===== config.mk =====
export PLATFORM = sky130hd
export DESIGN_NAME = xor_checked_frame_receiver
export DESIGN_NICKNAME = d
export VERILOG_FILES = /design/src/hdl/xcfr_pkg.sv /design/src/hdl/xor_checked_frame_receiver.sv /design/src/hdl/xcfr_cfg_regs.sv /design/src/hdl/xcfr_parser.sv
export SDC_FILE = /design/constraint.sdc
export NUM_CORES = 1
export LEC_CHECK = 0
export BUFFER_PORTS_ARGS = -buffer_cell sky130_fd_sc_hd__buf_2
export CAP_MARGIN = 10
export CORE_ASPECT_RATIO = 1.75
export CORE_MARGIN = 4
export CORE_UTILIZATION = 61
export CTS_BUF_LIST = sky130_fd_sc_hd__clkbuf_2 sky130_fd_sc_hd__clkbuf_4 sky130_fd_sc_hd__clkbuf_8
export DETAILED_ROUTE_END_ITERATION = 8
export PLACE_DENSITY = 0.94
export SLEW_MARGIN = 20
export SYNTH_ARGS = -nofsm -noshare
export SYNTH_HDL_FRONTEND = slang
export SYNTH_SLANG_ARGS = --single-unit

===== constraint.sdc =====
create_clock -name clk -period 3.9 [get_ports clk]
set_input_delay 0.78 -clock clk [delete_from_list [all_inputs] [get_ports clk]]
set_output_delay 0.78 -clock clk [all_outputs]
set_load 0.02 [all_outputs]

===== src/hdl/xcfr_pkg.sv =====
// ----------------------------------------------------------------------------
// xcfr_pkg
// Shared types and codes for the XOR checked frame receiver.
// ----------------------------------------------------------------------------
package xcfr_pkg;

	localparam int unsigned ByteW = 8;

	// Configuration register indexes.
	localparam logic CFG_HEADER_BYTE  = 1'b0;
	localparam logic CFG_LENGTH_LIMIT = 1'b1;

	localparam logic [ByteW-1:0] HeaderReset = 8'd170;
	localparam logic [ByteW-1:0] LimitReset  = 8'd64;

	// Frame outcome reported with every word.
	typedef enum logic [1:0] {
		STAT_NONE     = 2'd0,
		STAT_ACCEPT   = 2'd1,
		STAT_MISMATCH = 2'd2,
		STAT_ABORT    = 2'd3
	} frame_status_t;

	// Configuration as seen by the parser.
	typedef struct packed {
		logic [ByteW-1:0] header_byte;
		logic [ByteW-1:0] length_limit;
	} cfg_t;

	// One result word.
	typedef struct packed {
		frame_status_t    status;
		logic [ByteW-1:0] command;
		logic [ByteW-1:0] argument;
	} result_t;

endpackage


===== src/hdl/xor_checked_frame_receiver.sv =====
// Each byte passes the input register, then the result register that offers its word.
// Throughput: one byte per cycle unless in_stall is high; the input and result
// registers let a new byte enter while an earlier result waits behind out_stall.
// Reset (arst_n low, asynchronous): frame state idle, kept bytes zero,
// header byte 170, length limit 64, both pipeline registers empty.
// ----------------------------------------------------------------------------
// xor_checked_frame_receiver
// Byte-wide deframer with header hunt, length limit and XOR check byte.
// ----------------------------------------------------------------------------
module xor_checked_frame_receiver
	import xcfr_pkg::*;
(
	input  logic             clk,
	input  logic             arst_n,
	input  logic             cfg_we,
	input  logic             cfg_index,
	input  logic [ByteW-1:0] cfg_data,
	input  logic             in_valid,
	output logic             in_stall,
	input  logic [ByteW-1:0] rx_byte,
	output logic             out_valid,
	input  logic             out_stall,
	output logic [1:0]       frame_status,
	output logic [ByteW-1:0] command,
	output logic [ByteW-1:0] argument
);

	cfg_t             cfg;
	result_t          result;
	logic             valid_s1;
	logic [ByteW-1:0] rx_byte_s1;
	logic             out_valid_q;
	result_t          out_q;
	logic             advance_s1;
	logic             load_s1;

	xcfr_cfg_regs u_cfg (
		.clk       (clk),
		.arst_n    (arst_n),
		.cfg_we    (cfg_we),
		.cfg_index (cfg_index),
		.cfg_data  (cfg_data),
		.cfg       (cfg)
	);

	// Stage one moves on when the result register is empty or being drained.
	assign advance_s1 = valid_s1 && (!out_valid_q || !out_stall);
	assign in_stall   = valid_s1 && !advance_s1;
	assign load_s1    = in_valid && !in_stall;

	xcfr_parser u_parser (
		.clk        (clk),
		.arst_n     (arst_n),
		.cfg        (cfg),
		.step_en    (advance_s1),
		.rx_byte_s1 (rx_byte_s1),
		.result     (result)
	);

	// Input register.
	always_ff @(posedge clk or negedge arst_n) begin
		if (!arst_n) begin
			valid_s1 <= 1'b0;
		end else if (load_s1 || advance_s1) begin
			valid_s1 <= load_s1;
		end
	end

	always_ff @(posedge clk) begin
		if (load_s1) begin
			rx_byte_s1 <= rx_byte;
		end
	end

	// Result register.
	always_ff @(posedge clk or negedge arst_n) begin
		if (!arst_n) begin
			out_valid_q <= 1'b0;
		end else if (advance_s1) begin
			out_valid_q <= 1'b1;
		end else if (!out_stall) begin
			out_valid_q <= 1'b0;
		end
	end

	always_ff @(posedge clk) begin
		if (advance_s1) begin
			out_q <= result;
		end
	end

	assign out_valid    = out_valid_q;
	assign frame_status = out_q.status;
	assign command      = out_q.command;
	assign argument     = out_q.argument;

	// Input is held off only while a word waits behind a stalled result.
	a_stall_cause: assert property (@(posedge clk) disable iff (!arst_n)
		in_stall |-> (valid_s1 && out_valid_q && out_stall))
		else $error("input stalled without a blocked result");

	// A processed byte always lands in the result register.
	a_result_loaded: assert property (@(posedge clk) disable iff (!arst_n)
		advance_s1 |=> out_valid_q)
		else $error("processed byte produced no result word");

	// Kept bytes are only shown with an accepted frame.
	a_kept_zero: assert property (@(posedge clk) disable iff (!arst_n)
		(out_valid_q && out_q.status != STAT_ACCEPT) |->
			(out_q.command == '0 && out_q.argument == '0))
		else $error("kept bytes shown without an accepted frame");

endmodule


===== src/hdl/xcfr_cfg_regs.sv =====
// ----------------------------------------------------------------------------
// xcfr_cfg_regs
// Header byte and length limit registers behind the plain write port.
// ----------------------------------------------------------------------------
module xcfr_cfg_regs
	import xcfr_pkg::*;
(
	input  logic             clk,
	input  logic             arst_n,
	input  logic             cfg_we,
	input  logic             cfg_index,
	input  logic [ByteW-1:0] cfg_data,
	output cfg_t             cfg
);

	logic [ByteW-1:0] header_q;
	logic [ByteW-1:0] limit_q;

	// Register writes, decoded by index.
	always_ff @(posedge clk or negedge arst_n) begin
		if (!arst_n) begin
			header_q <= HeaderReset;
			limit_q  <= LimitReset;
		end else if (cfg_we) begin
			case (cfg_index)
				CFG_HEADER_BYTE:  header_q <= cfg_data;
				CFG_LENGTH_LIMIT: limit_q  <= cfg_data;
				default: ;
			endcase
		end
	end

	assign cfg.header_byte  = header_q;
	assign cfg.length_limit = limit_q;

endmodule


===== src/hdl/xcfr_parser.sv =====
// ----------------------------------------------------------------------------
// xcfr_parser
// Frame state and the single-pass step that turns one byte into one result.
// ----------------------------------------------------------------------------
module xcfr_parser
	import xcfr_pkg::*;
(
	input  logic             clk,
	input  logic             arst_n,
	input  cfg_t             cfg,
	input  logic             step_en,
	input  logic [ByteW-1:0] rx_byte_s1,
	output result_t          result
);

	logic [ByteW-1:0] pos_q, pos_d;
	logic [ByteW-1:0] len_q, len_d;
	logic [ByteW-1:0] xor_q, xor_d;
	logic [ByteW-1:0] cmd_q, cmd_d;
	logic [ByteW-1:0] arg_q, arg_d;
	logic [ByteW:0]   pos_inc;

	assign pos_inc = {1'b0, pos_q} + {{ByteW{1'b0}}, 1'b1};

	// Next state and result for the byte in the input register.
	always_comb begin
		pos_d  = pos_q;
		len_d  = len_q;
		xor_d  = xor_q;
		cmd_d  = cmd_q;
		arg_d  = arg_q;
		result = '{status: STAT_NONE, command: '0, argument: '0};
		if (pos_q == '0) begin
			// Hunt for the header byte.
			if (rx_byte_s1 == cfg.header_byte) begin
				pos_d = ByteW'(1);
				xor_d = cfg.header_byte;
			end
		end else if (pos_q == ByteW'(1)) begin
			// Length byte, checked against the limit.
			if (rx_byte_s1 < cfg.length_limit) begin
				len_d = rx_byte_s1;
				xor_d = xor_q ^ rx_byte_s1;
				pos_d = ByteW'(2);
			end else begin
				pos_d = '0;
				len_d = '0;
				xor_d = '0;
				result.status = STAT_ABORT;
			end
		end else if (pos_inc < {1'b0, len_q}) begin
			// Body byte; the first two are kept.
			if (pos_q == ByteW'(2)) begin
				cmd_d = rx_byte_s1;
			end else if (pos_q == ByteW'(3)) begin
				arg_d = rx_byte_s1;
			end
			pos_d = pos_inc[ByteW-1:0];
			xor_d = xor_q ^ rx_byte_s1;
		end else if (pos_inc == {1'b0, len_q}) begin
			// Check byte closes the frame.
			if (xor_q == rx_byte_s1) begin
				result.status   = STAT_ACCEPT;
				result.command  = cmd_q;
				result.argument = arg_q;
			end else begin
				result.status = STAT_MISMATCH;
			end
			pos_d = '0;
			len_d = '0;
			xor_d = '0;
		end else begin
			// Length too short for a check byte.
			pos_d = '0;
			len_d = '0;
			xor_d = '0;
			result.status = STAT_ABORT;
		end
	end

	// Frame state registers, updated once per processed byte.
	always_ff @(posedge clk or negedge arst_n) begin
		if (!arst_n) begin
			pos_q <= '0;
			len_q <= '0;
			xor_q <= '0;
			cmd_q <= '0;
			arg_q <= '0;
		end else if (step_en) begin
			pos_q <= pos_d;
			len_q <= len_d;
			xor_q <= xor_d;
			cmd_q <= cmd_d;
			arg_q <= arg_d;
		end
	end

	// Idle always leaves the checksum cleared.
	a_idle_xor_clear: assert property (@(posedge clk) disable iff (!arst_n)
		pos_q == '0 |-> xor_q == '0)
		else $error("running checksum not cleared while idle");

	// The body position only advances while a check byte is still ahead.
	a_pos_bound: assert property (@(posedge clk) disable iff (!arst_n)
		pos_q > ByteW'(2) |-> pos_q < len_q)
		else $error("byte position ran past the frame length");

endmodule


==> results of run 1 <==
-- cells in the mapped netlist, types with 2 or more instances --
master    count
nor2_2        2
nand3b_1      6
nand3_2       2
o21ai_0       7
nor3_1       16
edfxtp_1     26
buf_2         5
nand4_1      11
inv_1        36
nand2_1      16
a211oi_1      2
dfrtp_1      53
mux2_2       24
buf_4         5
ha_1         19
dfstp_2       5
o21ai_2       2
and2_1        3
nor4_4        4
nor2b_1       3
and3_1        4
nor2_1        4
nand3_1      10
nand2b_1     13
xor2_1       13
clkbuf_1      7
a22o_1       12
xnor2_1       7
mux2_4        8
a221o_1      10
a21o_1        5
a21oi_1      11
nor4_1        4
-- cell type report --
class,count,area (um^2)
Sequential cell,84,2240
Tap cell,84,105
Inverter,36,135
Fill cell,453,2090
Clock buffer,10,138
Clock inverter,6,62.6
Multi-Input combinational cell,236,1960
Timing Repair Buffer,44,228
-- per-layer routing --
layer / up-vias / track usage (%)
li1: 1423 / -
met2: 102 / 40.2
met5: - / 0
met4: 0 / 15.7
met1: 1499 / 25.9
met3: 34 / 3.99
-- registers in the layout, indices dropped and copies added, names as in the netlist --
name,cells
u_parser.pos_q,8
u_parser.xor_q,8
command,8
rx_byte_s1,8
frame_status,2
u_cfg.header_q,8
u_parser.arg_q,8
u_parser.cmd_q,8
u_parser.len_q,8
valid_s1,1
out_valid,1
u_cfg.limit_q,8
argument,8
-- worst paths after layout --
kind	endpoint	slack, ps	start
hold reg to reg	out_valid	510	valid_s1
max in group asynchronous	u_parser.xor_q[0]	2510	arst_n
min in group asynchronous	u_parser.arg_q[4]	580	arst_n
setup reg to reg	command[4]	590	u_parser.pos_q[0]
setup / recovery	command[4]	590	u_parser.pos_q[0]
hold / removal	out_valid	510	valid_s1
-- through the flow --
| step | hold slack (ps) | util, % | worst slack [ps] | total power, mW |
|---|---|---|---|---|
| 2_1_floorplan | 457 | - | 988 | 2.53 |
| 3_3_place_gp | 468 | 67.1 | 828 | 2.77 |
| 3_5_place_dp | 492 | 67.1 | 649 | 2.87 |
| 4_1_cts | 507 | 70.0 | 589 | 3.51 |
| 5_1_grt | 524 | 70.0 | 244 | 3.72 |
| 6_report | 509 | 70.0 | 588 | 3.50 |
-- kinds of logic (layout without fill, tap and decap cells) --
| kind of cell | Yosys count | after routing | synth area share, % |
|---|---|---|---|
| AO/OA/AOI/OAI | 57 | 57 | 9.81 |
| XOR/XNOR | 20 | 20 | 3.96 |
| adder cells (fa/ha/maj) | 19 | 19 | 5.37 |
| buffers and inverters | 53 | 96 | 5.06 |
| flip-flops | 84 | 84 | 50.6 |
| multiplexers | 33 | 33 | 9.33 |
| AND/OR/NAND/NOR | 107 | 107 | 15.9 |
-- where the power goes --
group	leakage [nW]	switching (mW)	internal, mW
clock network	0.0963	0.310	0.312
registers	0.972	0.202	1.16
logic	1.05	0.891	0.626
total	2.12	1.40	2.10
==> impl_metrics.yaml, run 1 <==
critical_path:
  crit_fanout: 16
  worst-setup-path-type: "flip-flop to flip-flop"
  cp_slowest_cell: "nand3_1"
  crit_cells: 10
  crit_family: "simple AND/OR/NAND/NOR gates"
  cp_data_arrival_time_ps: 3480
  worstSetupEndpointType: "flip-flop"
  crit_required_ps: 4070
  path_buf_inv: 0
  cp_cell_sequence: "ha_1 -> nand3_2 -> nor2_1 -> xor2_1 -> ha_1 -> and3_1 -> nand3_1 -> nor3b_1 -> nand3_1 -> nor3_1"
  reg2reg_depth: 10
  slowest_delay_ps: 540
  worstSetupStartpointType: "flip-flop"
yosys:
  yosysTopAreaCellShare_pct: 30.0
  ys_ff_latch: 84
  synth_top_cell_by_area: "dfrtp_1"
  yosys_warnings: 0
  syn_inst: 373
  synth-edff-count: 26
  async_flop_share_pct: 69.0
  syn_nets: 414
  avgSynthCellArea_um2: 11.9
  ys_types: 51
  synth_area_leaders: "dfrtp_1 30%, edfxtp_1 18%, mux2_2 6.1%"
  syn_area_um2: 4430
  synth_seq_area_share_pct: 50.6
  synthFlopType: "dfrtp_1"
die:
  num_io_pins: 42
  fp.dieW_um: 72.4
  start_util_pct: 63.6
  die_y_um: 121
  die_area_um2: 8740
  core_um2: 6960
  rows: 40
clock_network:
  cts_tree: "yes"
  cts.sinks: 84
  cts_made_buffers: 9
  htree_levels: 3
  postCtsHoldBufs: 0
  postCtsSetupRepairBufs: 0
  cts-root-buf: "clkbuf_8"
  cts.path.max_buffers: 2
  cts-resized-gates: 0
  clk_pin_slew_ps: 90
  clk_latency_ps: 360
route:
  vias: 3058
  drc: 0
  via_per_inst: 6.12
  post_drt_wl_per_cell_um: 19.0
  routed_wl_um: 9480
  met3_length_um: 429
  met2_length_um: 5210
  drtAntennaViolNets: 0
  dr.first_iter.drc_count: 197
  drt_pass1_iterations: 4
  m1WireLength_um: 3360
  dr.max_layer_used: "met4"
finish:
  area_delta_synth_final_pct: 10.0
  final_layout_size_suffix_gt1_share_pct: 27.2
  final_cell_area_um2: 4870
  instances_no_fill: 500
  n_antenna_cell: 0
  final_common_cell: "dfrtp_1"
  mostFrequentLayoutCells: "53 x dfrtp_1, 41 x buf_2, 36 x inv_1"
  final_net_count: 452
placed_design:
  portBuffers: 41
  placed_cell_area_um2: 4670
  dp_cells: 484
  place_congestion: 0.901
  dpl.hpwl_um: 6930
global_routing:
  grt_max_degree: 44
  first_global_vias: 3236
  antenna_found_initial: 0
  grt_util_all_layers_pct: 23.5
  grt_overflow_total: 0
  grt_pass1_wl_um: 15500
hold_path:
  whs_path_depth: 1
  worstHoldPathType: "flip-flop to flip-flop"
timing:
  setup_violations: 0
  finalClockSkew_ps: 13.1
  fin_crit_ps: 3310
  fmax_ghz: 0.302
  worstMarginPinSlew_ps: 993
  slew_headroom_pct: 33.8
  fin_setup_tns_ps: 0
  finalCritPeriodShare_pct: 84.9
  hold_viol: 0
  grt_setup_unrepaired: "false"
  maxSlewViolCount: 0
pwr:
  p_leak_nw: 2.12
  max-vdd-ir-drop_v: 0.000416
  powerDensity_nw_per_um2: 718
run_status:
  status: "complete, no violations"
job:
  drv_cap: 0
No activity file was read; power rests on OpenSTA's default activity.
==> run 2: changes to the inputs <==
==> constraint.sdc (replaced) <==
create_clock -name clk -period 3.1 [get_ports clk]
set_input_delay 0.62 -clock clk [delete_from_list [all_inputs] [get_ports clk]]
set_output_delay 0.62 -clock clk [all_outputs]
set_load 0.02 [all_outputs]
==> run 2 against run 1 <==
Net effect: first-iteration DRC count is 48% higher; wire length rose by 7.5%; count of clock-buffer cells in the layout fell by 1; sequential share of layout area down 1.2 points; critical path type unchanged; largest cell class unchanged.
==> impl_metrics.yaml, run 2 (synthesized netlist as in run 1, its figures left out) <==
global_routing:
  grt_pass1_wl_um: 16500
  first_global_vias: 3420
  grt_util_all_layers_pct: 25.6
  antenna_found_initial: 0
  grt_max_degree: 38
  grt_overflow_total: 0
die:
  fp.dieW_um: 72.4
  num_io_pins: 42
  rows: 40
  core_um2: 6960
  die_area_um2: 8740
  start_util_pct: 63.6
  die_y_um: 121
clock_network:
  postCtsHoldBufs: 0
  cts_tree: "yes"
  cts.sinks: 84
  postCtsSetupRepairBufs: 0
  cts_made_buffers: 9
  clk_pin_slew_ps: 80
  cts-resized-gates: 0
  clk_latency_ps: 370
  cts-root-buf: "clkbuf_8"
  cts.path.max_buffers: 2
  htree_levels: 3
pwr:
  total_power_mw: 4.63
  p_sw_share_pct: 39.9
  power.clock.fraction_pct: 18.7
  switchingPower_mw: 1.85
  p_comb_share_pct: 44.3
  powerDensity_nw_per_um2: 924
  max-vdd-ir-drop_v: 0.000620
  p_int_mw: 2.78
  p_seq_share_pct: 37.0
  p_leak_nw: 2.19
timing:
  finalCritPeriodShare_pct: 94.2
  hold_viol: 0
  fmax_ghz: 0.343
  fin_crit_ps: 2920
  finalClockSkew_ps: 10.2
  setup_violations: 0
  worstMarginPinSlew_ps: 884
  maxSlewViolCount: 0
  holdWs_ps: 204
  slew_headroom_pct: 40.5
critical_path:
  rrSetupSlack_ps: 180
  worstSetupEndpointType: "flip-flop"
  worst-setup-path-type: "flip-flop to flip-flop"
  path_buf_inv: 2
  worstSetupStartpointType: "flip-flop"
  slowest_delay_ps: 480
  cp_cell_sequence: "and3_1 -> nand2_1 -> nor2_1 -> xnor2_1 -> ha_1 -> and3_1 -> o2111ai_2 -> nand4_4 -> buf_4 -> mux2i_4 -> buf_4 -> a221o_1"
  cp_slowest_cell: "dfrtp_2"
  critPathLaunch: "u_parser.pos_q[2]"
  crit_required_ps: 3360
  reg2reg_from: "u_parser.pos_q[2]"
  crit_fanout: 7
  crit_family: "simple AND/OR/NAND/NOR gates"
  cp_data_arrival_time_ps: 3180
route:
  drc: 0
  via_per_inst: 6.22
  vias: 3193
  drtAntennaViolNets: 0
  routed_wl_um: 10200
  dr.first_iter.drc_count: 291
  post_drt_wl_per_cell_um: 19.9
  drt_pass1_iterations: 4
job:
  drv_cap: 0
placed_design:
  portBuffers: 41
  dpl.hpwl_um: 7450
  place_congestion: 0.911
  placed_cell_area_um2: 4770
  dp_cells: 497
finish:
  final_common_cell: "dfrtp_1"
  final_cell_area_um2: 5000
  final_layout_size_suffix_gt1_share_pct: 30.3
  n_antenna_cell: 0
  mostFrequentLayoutCells: "51 x dfrtp_1, 41 x buf_2, 36 x inv_1"
  final_net_count: 465
  instances_no_fill: 513
  area_delta_synth_final_pct: 13.1
  finish.utilization_pct: 71.9
hold_path:
  worstHoldPathType: "primary input to asynchronous set/reset pin"
run_status:
  status: "complete, no violations"
-- run 2: cell count changes in the layout (fill, tap and decap cells not counted), sizes merged --
cell | before | now
clkinvlp | 2 | 1
bufinv | 1 | 2
clkbuf | 10 | 9
buf | 44 | 57
inv | 37 | 38
-- run 2: stage by stage --
| stage | setup WS (ps) | TNS [ps] |
|---|---|---|
| finish | 180 | 0 |
| global placement | 237 | 0 |
| detailed placement | 82.8 | 0 |
| CTS | 1.67 | 0 |
| global route | -9.73 | -23.6 |
| floorplan | 188 | 0 |
-- run 2: metal layers --
layer | global-route usage [%] | wire length, um | up-vias | part of all wire [%]
met5 | 0 | 0 | - | 0
met4 | 19.4 | 680 | 0 | 6.7
met3 | 5.24 | 504 | 47 | 4.9
met2 | 44.7 | 5630 | 115 | 55
met1 | 25.7 | 3380 | 1584 | 33
li1 | - | - | 1447 | -
-- run 2: worst reg2reg max path: cells and delay by family (launching register included) --
kind | cells | cell delay, ps
and+or+nand+nor | 5 | 900
xor gates and xnor gates | 1 | 120
muxes | 1 | 110
DFF | 1 | 480
adders and majority gates | 1 | 310
buffers and inverters | 2 | 430
AOI/OAI and AO/OA | 2 | 450
-- run 2: path summary, 6_finish.rpt --
| path | to | cells past startpoint |
|---|---|---|
| setup / recovery | u_parser.xor_q[6] | 12 |
| hold / removal | u_parser.arg_q[6] | 1 |
| setup reg to reg | u_parser.xor_q[6] | 12 |
| hold reg to reg | out_valid | 1 |
| max in group asynchronous | u_cfg.limit_q[6] | 2 |
| min in group clk | rx_byte_s1[4] | 1 |
-- run 2: power by group through the flow --
stage | combinational (mW) | clock [mW] | sequential (mW)
CTS | 2.01 | 0.878 | 1.70
floorplan | 1.50 | 0 | 1.68
detailed placement | 1.98 | 0 | 1.72
finish | 2.05 | 0.864 | 1.71
global route | 2.22 | 0.933 | 1.75
global placement | 1.88 | 0 | 1.69
-- run 2: area by class of cell --
class	count	area, um^2
multi-input combinational	236	1980
inverter	36	135
sequential	84	2240
timing repair buffer	57	325
clock inverter	7	97.6
clock buffer	9	124
fill	432	1950
tap	84	105
